[src/hdl/hsvrgb_pkg.sv]
package hsvrgb_pkg;

  localparam int CHANNEL_BITS_DEF = 8;
  localparam int MID_DEPTH_DEF    = 4;
  localparam int OUT_DEPTH_DEF    = 4;

  localparam int HUE_W = 15;
  localparam int CH_W  = 8;
  localparam int REM_W = 12;

  // One full turn and one 60 degree sector in 1/64 degree units.
  localparam logic [HUE_W-1:0] HUE_TURN   = 15'd23040;
  localparam logic [HUE_W-1:0] HUE_SECTOR = 15'd3840;

  // A sector of 3840 is 15 * 256: the fraction divides by 256, then by 15.
  localparam int FRAC_SHIFT = 8;
  localparam int FRAC_DIV   = 15;

  typedef enum logic [2:0] {
    SEC_R_TO_Y = 3'd0,
    SEC_Y_TO_G = 3'd1,
    SEC_G_TO_C = 3'd2,
    SEC_C_TO_B = 3'd3,
    SEC_B_TO_M = 3'd4,
    SEC_M_TO_R = 3'd5
  } sector_t;

  typedef struct packed {
    logic [HUE_W-1:0] hue;
    logic [CH_W-1:0]  saturation;
    logic [CH_W-1:0]  brightness;
  } hsv_t;

  typedef struct packed {
    logic [CH_W-1:0] red;
    logic [CH_W-1:0] green;
    logic [CH_W-1:0] blue;
  } rgb_t;

  // A classified pixel as it waits between the front and the back.
  typedef struct packed {
    sector_t          sector;
    logic             gray;
    logic [REM_W-1:0] rem;
    logic [CH_W-1:0]  sat;
    logic [CH_W-1:0]  val;
  } class_t;

endpackage

[src/hdl/hsv_to_rgb_converter.sv]
// HSV to RGB pixel converter.
// Input side is a queue write port: present a pixel on in_data (hue in
// 1/64 degree steps, saturation, brightness) with push high; it is taken
// at a rising edge where full is low. Results come out of a queue read
// port: while empty is low, out_data holds the oldest red/green/blue
// result, and pop at a rising edge with empty low removes it.
// From the accepting edge a pixel passes the middle queue, the seven back
// stages and the result queue before its result is shown. Throughput is
// one pixel per cycle while the receiver keeps popping: the front
// classifies a pixel into sector and remainder in the accepting cycle and
// writes it to a short queue; the back is a seven-stage arithmetic pipeline
// (fraction by reciprocal, then products and divisions by the channel
// maximum) that feeds the result queue. If the receiver stops popping, the
// result queue fills, the back pipeline freezes with its work intact, the
// middle queue fills and full rises; no pixel is dropped. Synchronous reset
// (rst_n low) empties both queues and invalidates the pipeline; queue storage and pipeline data are not cleared.
module hsv_to_rgb_converter #(
  parameter int CHANNEL_BITS = hsvrgb_pkg::CHANNEL_BITS_DEF,
  parameter int MID_DEPTH    = hsvrgb_pkg::MID_DEPTH_DEF,
  parameter int OUT_DEPTH    = hsvrgb_pkg::OUT_DEPTH_DEF
) (
  input  logic             clk,
  input  logic             rst_n,
  input  logic             push,
  input  hsvrgb_pkg::hsv_t in_data,
  output logic             full,
  input  logic             pop,
  output hsvrgb_pkg::rgb_t out_data,
  output logic             empty
);

  hsvrgb_pkg::class_t cls;
  hsvrgb_pkg::class_t mid_item;
  hsvrgb_pkg::rgb_t   res_item;
  logic               mid_empty;
  logic               mid_pop;
  logic               out_full;
  logic               out_push;

  hsvrgb_front #(.CHANNEL_BITS(CHANNEL_BITS)) u_front (
    .in_data (in_data),
    .cls     (cls)
  );

  hsvrgb_fifo #(.WIDTH($bits(hsvrgb_pkg::class_t)), .DEPTH(MID_DEPTH)) u_mid_q (
    .clk   (clk),
    .rst_n (rst_n),
    .push  (push),
    .wdata (cls),
    .full  (full),
    .pop   (mid_pop),
    .rdata (mid_item),
    .empty (mid_empty)
  );

  hsvrgb_back #(.CHANNEL_BITS(CHANNEL_BITS)) u_back (
    .clk       (clk),
    .rst_n     (rst_n),
    .mid_empty (mid_empty),
    .mid_item  (mid_item),
    .mid_pop   (mid_pop),
    .out_full  (out_full),
    .out_push  (out_push),
    .out_item  (res_item)
  );

  hsvrgb_fifo #(.WIDTH($bits(hsvrgb_pkg::rgb_t)), .DEPTH(OUT_DEPTH)) u_out_q (
    .clk   (clk),
    .rst_n (rst_n),
    .push  (out_push),
    .wdata (res_item),
    .full  (out_full),
    .pop   (pop),
    .rdata (out_data),
    .empty (empty)
  );

endmodule

[src/hdl/hsvrgb_fifo.sv]
module hsvrgb_fifo #(
  parameter int WIDTH = 8,
  parameter int DEPTH = 4
) (
  input  logic             clk,
  input  logic             rst_n,
  input  logic             push,
  input  logic [WIDTH-1:0] wdata,
  output logic             full,
  input  logic             pop,
  output logic [WIDTH-1:0] rdata,
  output logic             empty
);

  localparam int AW = $clog2(DEPTH);

  logic [AW:0]      wp_r;
  logic [AW:0]      rp_r;
  logic [WIDTH-1:0] mem_r [DEPTH];

  assign empty = (wp_r == rp_r);
  assign full  = (wp_r[AW] != rp_r[AW]) && (wp_r[AW-1:0] == rp_r[AW-1:0]);
  assign rdata = mem_r[rp_r[AW-1:0]];

  always_ff @(posedge clk) begin
    if (!rst_n) begin
      wp_r <= '0;
      rp_r <= '0;
    end else begin
      if (push && !full) begin
        wp_r <= wp_r + 1'b1;
      end
      if (pop && !empty) begin
        rp_r <= rp_r + 1'b1;
      end
    end
  end

  always_ff @(posedge clk) begin
    if (push && !full) begin
      mem_r[wp_r[AW-1:0]] <= wdata;
    end
  end

endmodule

[src/hdl/hsvrgb_front.sv]
module hsvrgb_front #(
  parameter int CHANNEL_BITS = hsvrgb_pkg::CHANNEL_BITS_DEF
) (
  input  hsvrgb_pkg::hsv_t   in_data,
  output hsvrgb_pkg::class_t cls
);

  localparam int N = CHANNEL_BITS;

  logic [hsvrgb_pkg::HUE_W-1:0] hue_w;
  logic [hsvrgb_pkg::HUE_W-1:0] base;
  hsvrgb_pkg::sector_t          sector;

  always_comb begin
    // Anything at or past a full turn counts as hue zero.
    hue_w = (in_data.hue >= hsvrgb_pkg::HUE_TURN) ? '0 : in_data.hue;
    if (hue_w < hsvrgb_pkg::HUE_SECTOR) begin
      sector = hsvrgb_pkg::SEC_R_TO_Y;
      base   = '0;
    end else if (hue_w < hsvrgb_pkg::HUE_SECTOR * 15'd2) begin
      sector = hsvrgb_pkg::SEC_Y_TO_G;
      base   = hsvrgb_pkg::HUE_SECTOR;
    end else if (hue_w < hsvrgb_pkg::HUE_SECTOR * 15'd3) begin
      sector = hsvrgb_pkg::SEC_G_TO_C;
      base   = hsvrgb_pkg::HUE_SECTOR * 15'd2;
    end else if (hue_w < hsvrgb_pkg::HUE_SECTOR * 15'd4) begin
      sector = hsvrgb_pkg::SEC_C_TO_B;
      base   = hsvrgb_pkg::HUE_SECTOR * 15'd3;
    end else if (hue_w < hsvrgb_pkg::HUE_SECTOR * 15'd5) begin
      sector = hsvrgb_pkg::SEC_B_TO_M;
      base   = hsvrgb_pkg::HUE_SECTOR * 15'd4;
    end else begin
      sector = hsvrgb_pkg::SEC_M_TO_R;
      base   = hsvrgb_pkg::HUE_SECTOR * 15'd5;
    end
  end

  always_comb begin
    cls.sector = sector;
    cls.gray   = (N'(in_data.saturation) == '0);
    cls.rem    = hsvrgb_pkg::REM_W'(hue_w - base);
    cls.sat    = in_data.saturation;
    cls.val    = in_data.brightness;
  end

endmodule

[src/hdl/hsvrgb_div_max.sv]
module hsvrgb_div_max #(
  parameter int N  = 8,
  parameter int XW = 16,
  parameter int QW = 8
) (
  input  logic [XW-1:0] x,
  output logic [QW-1:0] q
);

  // Quotient of x by 2^N - 1, for x up to (2^N - 1)^3. The estimate from two
  // shifted adds is low by at most two, and the remainder fixes it.
  localparam logic [N+1:0] CM  = (N+2)'((1 << N) - 1);
  localparam logic [N+1:0] CM2 = (N+2)'(2 * ((1 << N) - 1));

  logic [XW:0]  xs;
  logic [XW:0]  qa;
  logic [XW:0]  rm_w;
  logic [N+1:0] rm;
  logic [1:0]   corr;

  always_comb begin
    xs   = {1'b0, x} + (XW+1)'(x >> N);
    qa   = xs >> N;
    rm_w = {1'b0, x} - ((qa << N) - qa);
    rm   = rm_w[N+1:0];
    if (rm >= CM2) begin
      corr = 2'd2;
    end else if (rm >= CM) begin
      corr = 2'd1;
    end else begin
      corr = 2'd0;
    end
    q = QW'(qa + (XW+1)'(corr));
  end

endmodule

[src/hdl/hsvrgb_back.sv]
module hsvrgb_back #(
  parameter int CHANNEL_BITS = hsvrgb_pkg::CHANNEL_BITS_DEF
) (
  input  logic               clk,
  input  logic               rst_n,
  input  logic               mid_empty,
  input  hsvrgb_pkg::class_t mid_item,
  output logic               mid_pop,
  input  logic               out_full,
  output logic               out_push,
  output hsvrgb_pkg::rgb_t   out_item
);

  localparam int N     = CHANNEL_BITS;
  localparam int NSTG  = 7;
  localparam int LAST  = NSTG - 1;
  localparam int YW    = N + 4;
  localparam int FK    = N + 4;
  localparam int RW    = hsvrgb_pkg::REM_W + N;
  localparam logic [N-1:0]   CH_MAX = {N{1'b1}};
  localparam logic [2*N-1:0] MM     = (2*N)'(CH_MAX) * (2*N)'(CH_MAX);
  localparam logic [FK-1:0]  FRECIP = FK'((2 ** FK) / hsvrgb_pkg::FRAC_DIV);

  typedef struct packed {
    hsvrgb_pkg::sector_t sector;
    logic                gray;
    logic [N-1:0]        sat;
    logic [N-1:0]        val;
    logic [N-1:0]        pv;
  } carry_t;

  logic [NSTG-1:0] vld_r;
  carry_t          car_r [NSTG];
  logic            adv;

  logic [YW-1:0]   y_r;
  logic [2*N-1:0]  vms_r;
  logic [2*YW-1:0] fprod_r;
  logic [YW-1:0]   y1_r;
  logic [N-1:0]    f_r;
  logic [2*N-1:0]  sf_r;
  logic [2*N-1:0]  smf_r;
  logic [3*N-1:0]  xq_r;
  logic [3*N-1:0]  xt_r;
  logic [2*N-1:0]  q1_r;
  logic [2*N-1:0]  t1_r;
  logic [N-1:0]    q_r;
  logic [N-1:0]    t_r;

  logic [N-1:0]    s_in;
  logic [N-1:0]    v_in;
  logic [RW-1:0]   rem_w;
  logic [RW-1:0]   frac_w;
  logic [YW-1:0]   y_in;
  logic [N-1:0]    pv_div;
  logic [N:0]      fqa;
  logic [YW-1:0]   fqa_w;
  logic [YW-1:0]   frm;
  logic [N-1:0]    f_in;
  logic [2*N-1:0]  q1_div;
  logic [2*N-1:0]  t1_div;
  logic [N-1:0]    q_div;
  logic [N-1:0]    t_div;
  logic [N-1:0]    r_sel;
  logic [N-1:0]    g_sel;
  logic [N-1:0]    b_sel;

  // The whole pipeline moves unless a finished pixel is stuck on a full queue.
  assign adv      = !(vld_r[LAST] && out_full);
  assign mid_pop  = adv && !mid_empty;
  assign out_push = vld_r[LAST] && !out_full;

  always_comb begin
    s_in   = N'(mid_item.sat);
    v_in   = N'(mid_item.val);
    rem_w  = RW'(mid_item.rem);
    frac_w = (rem_w << N) - rem_w;
    y_in   = YW'(frac_w >> hsvrgb_pkg::FRAC_SHIFT);
  end

  // The reciprocal estimate of y / 15 is low by at most one.
  always_comb begin
    fqa   = (N+1)'(fprod_r >> FK);
    fqa_w = YW'(fqa);
    frm   = y1_r - ((fqa_w << 4) - fqa_w);
    f_in  = N'(fqa + ((frm >= YW'(hsvrgb_pkg::FRAC_DIV)) ? (N+1)'(1) : (N+1)'(0)));
  end

  hsvrgb_div_max #(.N(N), .XW(2*N), .QW(N)) u_div_p (.x(vms_r), .q(pv_div));
  hsvrgb_div_max #(.N(N), .XW(3*N), .QW(2*N)) u_div_q1 (.x(xq_r), .q(q1_div));
  hsvrgb_div_max #(.N(N), .XW(3*N), .QW(2*N)) u_div_t1 (.x(xt_r), .q(t1_div));
  hsvrgb_div_max #(.N(N), .XW(2*N), .QW(N)) u_div_q2 (.x(q1_r), .q(q_div));
  hsvrgb_div_max #(.N(N), .XW(2*N), .QW(N)) u_div_t2 (.x(t1_r), .q(t_div));

  always_ff @(posedge clk) begin
    if (!rst_n) begin
      vld_r <= '0;
    end else if (adv) begin
      vld_r <= {vld_r[NSTG-2:0], mid_pop};
    end
  end

  always_ff @(posedge clk) begin
    if (adv) begin
      car_r[0].sector <= mid_item.sector;
      car_r[0].gray   <= mid_item.gray;
      car_r[0].sat    <= s_in;
      car_r[0].val    <= v_in;
      car_r[0].pv     <= '0;
      y_r             <= y_in;
      vms_r           <= (2*N)'(v_in) * (2*N)'(CH_MAX - s_in);

      car_r[1].sector <= car_r[0].sector;
      car_r[1].gray   <= car_r[0].gray;
      car_r[1].sat    <= car_r[0].sat;
      car_r[1].val    <= car_r[0].val;
      car_r[1].pv     <= pv_div;
      fprod_r         <= (2*YW)'(y_r) * (2*YW)'(FRECIP);
      y1_r            <= y_r;

      car_r[2]        <= car_r[1];
      f_r             <= f_in;

      car_r[3]        <= car_r[2];
      sf_r            <= (2*N)'(car_r[2].sat) * (2*N)'(f_r);
      smf_r           <= (2*N)'(car_r[2].sat) * (2*N)'(CH_MAX - f_r);

      car_r[4]        <= car_r[3];
      xq_r            <= (3*N)'(car_r[3].val) * (3*N)'(MM - sf_r);
      xt_r            <= (3*N)'(car_r[3].val) * (3*N)'(MM - smf_r);

      car_r[5]        <= car_r[4];
      q1_r            <= q1_div;
      t1_r            <= t1_div;

      car_r[6]        <= car_r[5];
      q_r             <= q_div;
      t_r             <= t_div;
    end
  end

  always_comb begin
    if (car_r[LAST].gray) begin
      r_sel = car_r[LAST].val;
      g_sel = car_r[LAST].val;
      b_sel = car_r[LAST].val;
    end else begin
      case (car_r[LAST].sector)
        hsvrgb_pkg::SEC_R_TO_Y: begin
          r_sel = car_r[LAST].val;
          g_sel = t_r;
          b_sel = car_r[LAST].pv;
        end
        hsvrgb_pkg::SEC_Y_TO_G: begin
          r_sel = q_r;
          g_sel = car_r[LAST].val;
          b_sel = car_r[LAST].pv;
        end
        hsvrgb_pkg::SEC_G_TO_C: begin
          r_sel = car_r[LAST].pv;
          g_sel = car_r[LAST].val;
          b_sel = t_r;
        end
        hsvrgb_pkg::SEC_C_TO_B: begin
          r_sel = car_r[LAST].pv;
          g_sel = q_r;
          b_sel = car_r[LAST].val;
        end
        hsvrgb_pkg::SEC_B_TO_M: begin
          r_sel = t_r;
          g_sel = car_r[LAST].pv;
          b_sel = car_r[LAST].val;
        end
        default: begin
          r_sel = car_r[LAST].val;
          g_sel = car_r[LAST].pv;
          b_sel = q_r;
        end
      endcase
    end
    out_item.red   = hsvrgb_pkg::CH_W'(r_sel);
    out_item.green = hsvrgb_pkg::CH_W'(g_sel);
    out_item.blue  = hsvrgb_pkg::CH_W'(b_sel);
  end

`ifndef SYNTHESIS
  a_stall_hold: assert property (@(posedge clk) disable iff (!rst_n)
    (vld_r[LAST] && out_full) |=> vld_r[LAST])
    else $error("finished pixel lost while the result queue was full");

  a_gray_equal: assert property (@(posedge clk) disable iff (!rst_n)
    (out_push && car_r[LAST].gray) |->
      (out_item.red == out_item.green && out_item.green == out_item.blue))
    else $error("gray pixel does not have equal channels");

  a_below_val: assert property (@(posedge clk) disable iff (!rst_n)
    out_push |-> (q_r <= car_r[LAST].val && t_r <= car_r[LAST].val &&
                  car_r[LAST].pv <= car_r[LAST].val))
    else $error("p, q or t exceeds the value channel");

  a_frac_range: assert property (@(posedge clk) disable iff (!rst_n)
    vld_r[2] |-> (f_r <= CH_MAX))
    else $error("sector fraction out of range");
`endif

endmodule
[config.mk]
export PLATFORM = sky130hd
export DESIGN_NAME = hsv_to_rgb_converter
export DESIGN_NICKNAME = d
export VERILOG_FILES = /design/src/hdl/hsvrgb_pkg.sv /design/src/hdl/hsv_to_rgb_converter.sv /design/src/hdl/hsvrgb_fifo.sv /design/src/hdl/hsvrgb_front.sv /design/src/hdl/hsvrgb_div_max.sv /design/src/hdl/hsvrgb_back.sv
export SDC_FILE = /design/constraint.sdc
export NUM_CORES = 2
export LEC_CHECK = 0
export CAP_MARGIN = 10
export CORE_MARGIN = 2
export CORE_UTILIZATION = 25
export CTS_CLUSTER_SIZE = 25
export DETAILED_ROUTE_END_ITERATION = 12
export DONT_BUFFER_PORTS = 1
export HOLD_SLACK_MARGIN = 0.08
export PLACE_DENSITY = 0.49
export SLEW_MARGIN = 20
export SYNTH_ARGS = -nofsm -noshare
export SYNTH_HDL_FRONTEND = slang
export SYNTH_SLANG_ARGS = --single-unit
[constraint.sdc]
create_clock -name clk -period 14.28 [get_ports clk]
set_input_delay 0.714 -clock clk [delete_from_list [all_inputs] [get_ports clk]]
set_output_delay 0.714 -clock clk [all_outputs]
set_load 0.02 [all_outputs]
==> metrics.csv <==
stage,metric,value,unit
hold_path,Min-Delay Path Class,in2reg,
placed_design,number of port buffers,0,
die,die area,178000,um2
clock_tree,# Post-CTS Setup Buffers,0,
die,top-level I/O count,61,
grt,largest net degree at the start of global routing,75,
yosys,Synth Area per Inst,11.4,um2
sta,Max-slew headroom,26.7,%
sta,unrepaired setup endpoints after global routing,no,
die,Die H,421,um
drt,Vias/cell,4.20,
sta,Setup Viol. Count Final,0,
yosys,Post-synth EDFFs,565,
critical_path,critical path data arrival time,7.27,ns
yosys,area share of and/or/nand/nor cells after synthesis,11.6,%
clock_tree,htree depth,3,
sta,count of pins over their slew limit,0,
die,Core ar.,173000,um2
placed_design,Setup Slack @ Placement,7.40,ns
yosys,mux contribution to synthesized area,3.97,%
yosys,ys flop type,edfxtp_1,
clock_tree,clock sinks,588,
yosys,Post-Synth XOR/XNOR Area,5.79,%
drt,post-route ant nets,0,
clock_tree,CTS root buf,clkbuf_16,
critical_path,Worst EP required,14.65,ns
grt,aggregate global-route resource usage,10.1,%
sta,pin slew with the least headroom to its limit,1.09,ns
sta,min cycle time layout,6.90,ns
clock_tree,TritonCTS buffer count,66,
critical_path,Crit path largest cell delay,0.58,ns
drt,number of DRC markers in iteration 0,1283,
sta,Final Skew,0.0231,ns
yosys,Compound-Gate Fraction of Synth Area,5.76,%
placed_design,HPWL after DPL,65.1,mm
clock_tree,Worst-path clk slew,0.06,ns
clock_tree,Worst-Skew Late Latency,0.64,ns
die,Die W,421,um
critical_path,worst path bufs/invs,3,
yosys,YS warnings,0,
drt,Detailed Route WL,87.9,mm
layout,layout cells sized above 1,5.65,%
critical_path,kind of critical path,reg2reg,
critical_path,"critical path fanouts, max",10,
grt,GR Overflow Total,0,
sta,achievable clock frequency,145,MHz
die,row cnt,153,
grt,antenna violations before repair,2,
clock_tree,CTS tree,built,
layout,Final #Nets,4599,
layout,area grow syn2layout,11.3,%
placed_design,gpl congestion,0.794,
grt,first-pass GRT wire length,146,mm
critical_path,CP dominant cell by count,fa_1,
drt,Pre-antenna DRT Iters,5,
sta,Final period util,48.3,%
yosys,Yosys cell types,73,
sta,min setup slack post-route,7.38,ns
critical_path,cell family with most CP delay,adder cells,
die,Initial Util,25.1,%
drt,routed len/inst,14.1,um
yosys,#FFs+latches synth,588,
critical_path,Startpoint Class,register,
critical_path,Setup crit end kind,register,
clock_tree,Max Buffers Root-to-Sink,3,
grt,vias in the first global route,27700,
run,max_cap viols,0,
sta,final hold viol count,0,
yosys,main combinational cell family by area after synthesis,adder cells,
yosys,asr flop ratio synth,0,%
yosys,synthesized area,43600,um2
drt,DRC viols,0,
clock_tree,hold_buf cts,0,
yosys,Post-Syn Instances,3835,
sta,Min Hold Slack,0.173,ns
yosys,syn nets,4592,
critical_path,CP max stage cell,xnor2_1,
run_status,status,finished clean,
yosys,sequential share of the synthesized area,40.0,%
sta,setup TNS,0,ns
drt,Vias,26100,
yosys,post-synthesis adder-cell area fraction,26.6,%
clock_tree,Post-CTS Resized,0,
critical_path,CP Cell Sequence,"inv_1, ha_1, nand2_1, or3_1, or3_1, xnor2_1, and2_1, fa_1, fa_1, inv_1, fa_1, inv_1, fa_1, ha_1, and3_1, a211oi_2, a2111oi_0, or4_1, a31o_2, a21oi_1, xnor2_1",
## per-stage QoR
stage                     instances  util (%)  instance area [um2]
after floorplan                3835         -                43600
after global placement         6099      26.7                46400
after detailed placement       6099      26.7                46400
after CTS                      6218      28.0                48500
after global routing           6218      28.0                48500
final                          6221      28.0                48500
## final timing paths
path	from	to	slack [ns]	cells after the start
max	u_back.sf_r[1]$_DFFE_PN_	u_back.xq_r[22]$_DFFE_PN_	7.38	21
min	in_data[7]	u_mid_q.mem_r[0][7]$_DFFE_PP_	0.17	0
max reg2reg	u_back.sf_r[1]$_DFFE_PN_	u_back.xq_r[22]$_DFFE_PN_	7.38	21
min reg2reg	u_back.car_r[4][12]$_DFFE_PN_	u_back.car_r[5][12]$_DFFE_PN_	0.41	0
## cell families (layout without fill, tap and decap cells)
kind of cell | Yosys count | count (layout)
and+or+nand+nor | 998 | 998
adders and majority gates | 728 | 728
buffers and inverters | 725 | 783
DFF | 588 | 588
AOI/OAI and AO/OA | 395 | 395
xor gates and xnor gates | 288 | 288
muxes | 113 | 113
other | 0 | 3
## cells in the final DEF (no fill, tap or decap), drive strengths merged, types with 12 or more instances in the layout
master	instances
nor2	152
or3	16
or2	12
a21boi	15
xnor2	216
mux4	47
buf	30
nand3	35
and2	180
mux2i	56
fa	334
xor2	72
a21oi	117
clkbuf	78
edfxtp	565
a21o	43
dfxtp	23
inv	640
clkinv	24
nand4	16
nor2b	114
o21ai	97
nor3	46
nand2b	65
nand2	309
and3	25
o21bai	14
ha	388
o21a	22
## sequential cells by signal (all words and copies together) (netlist names), named ones only
name / cells
u_back.car_r: 156
u_back.f_r: 8
u_back.fprod_r: 9
u_back.q1_r: 16
u_back.q_r: 8
u_back.sf_r: 16
u_back.smf_r: 16
u_back.t1_r: 16
u_back.t_r: 8
u_back.vld_r: 7
u_back.vms_r: 16
u_back.xq_r: 24
u_back.xt_r: 24
u_back.y1_r: 12
u_back.y_r: 12
u_mid_q.mem_r: 128
u_mid_q.rp_r: 3
u_mid_q.wp_r: 3
u_out_q.mem_r: 96
u_out_q.rp_r: 3
u_out_q.wp_r: 3
## synth_stat cells, drive strengths merged (15+ instances only)
cell type	instances	area [um2]
a21boi	15	113
a21o	43	323
a21oi	117	586
and2	180	1130
and3	25	156
clkbuf	78	293
dfxtp	23	460
edfxtp	565	17000
fa	334	6690
ha	388	4850
inv	634	2380
mux2i	56	561
mux4	47	1060
nand2	309	1160
nand2b	65	407
nand3	35	175
nand4	16	100
nor2	152	571
nor2b	114	713
nor3	46	240
o21a	22	165
o21ai	97	485
or3	16	100
xnor2	216	1890
xor2	72	631
## layout make-up
class	instances	area, um2
diodes	3	7.51
clock buffers	78	1720
clock inverters	41	395
fillers	18100	125000
inverters	634	2380
multi-input cells	2522	23400
flip-flops and latches	588	17400
well taps	2325	2910
repair buffers	30	225
## worst reg2reg max path, cell delays in order (launching register included)
cell,delay [ns]
edfxtp_1,0.51
inv_1,0.13
ha_1,0.19
nand2_1,0.08
or3_1,0.36
or3_1,0.40
xnor2_1,0.58
and2_1,0.24
fa_1,0.43
fa_1,0.49
inv_1,0.06
fa_1,0.53
inv_1,0.05
fa_1,0.47
ha_1,0.36
and3_1,0.22
a211oi_2,0.30
a2111oi_0,0.20
or4_1,0.53
a31o_2,0.25
a21oi_1,0.17
xnor2_1,0.10
## layer usage
metal	wire length [um]	GRT usage [%]
met5	0	0
met4	1350	1.96
met3	3000	1.79
met2	40800	16.8
met1	42700	13.7
Power is not shown: default switching activity piles up to over one toggle a cycle in this logic, so the estimate is an artifact.
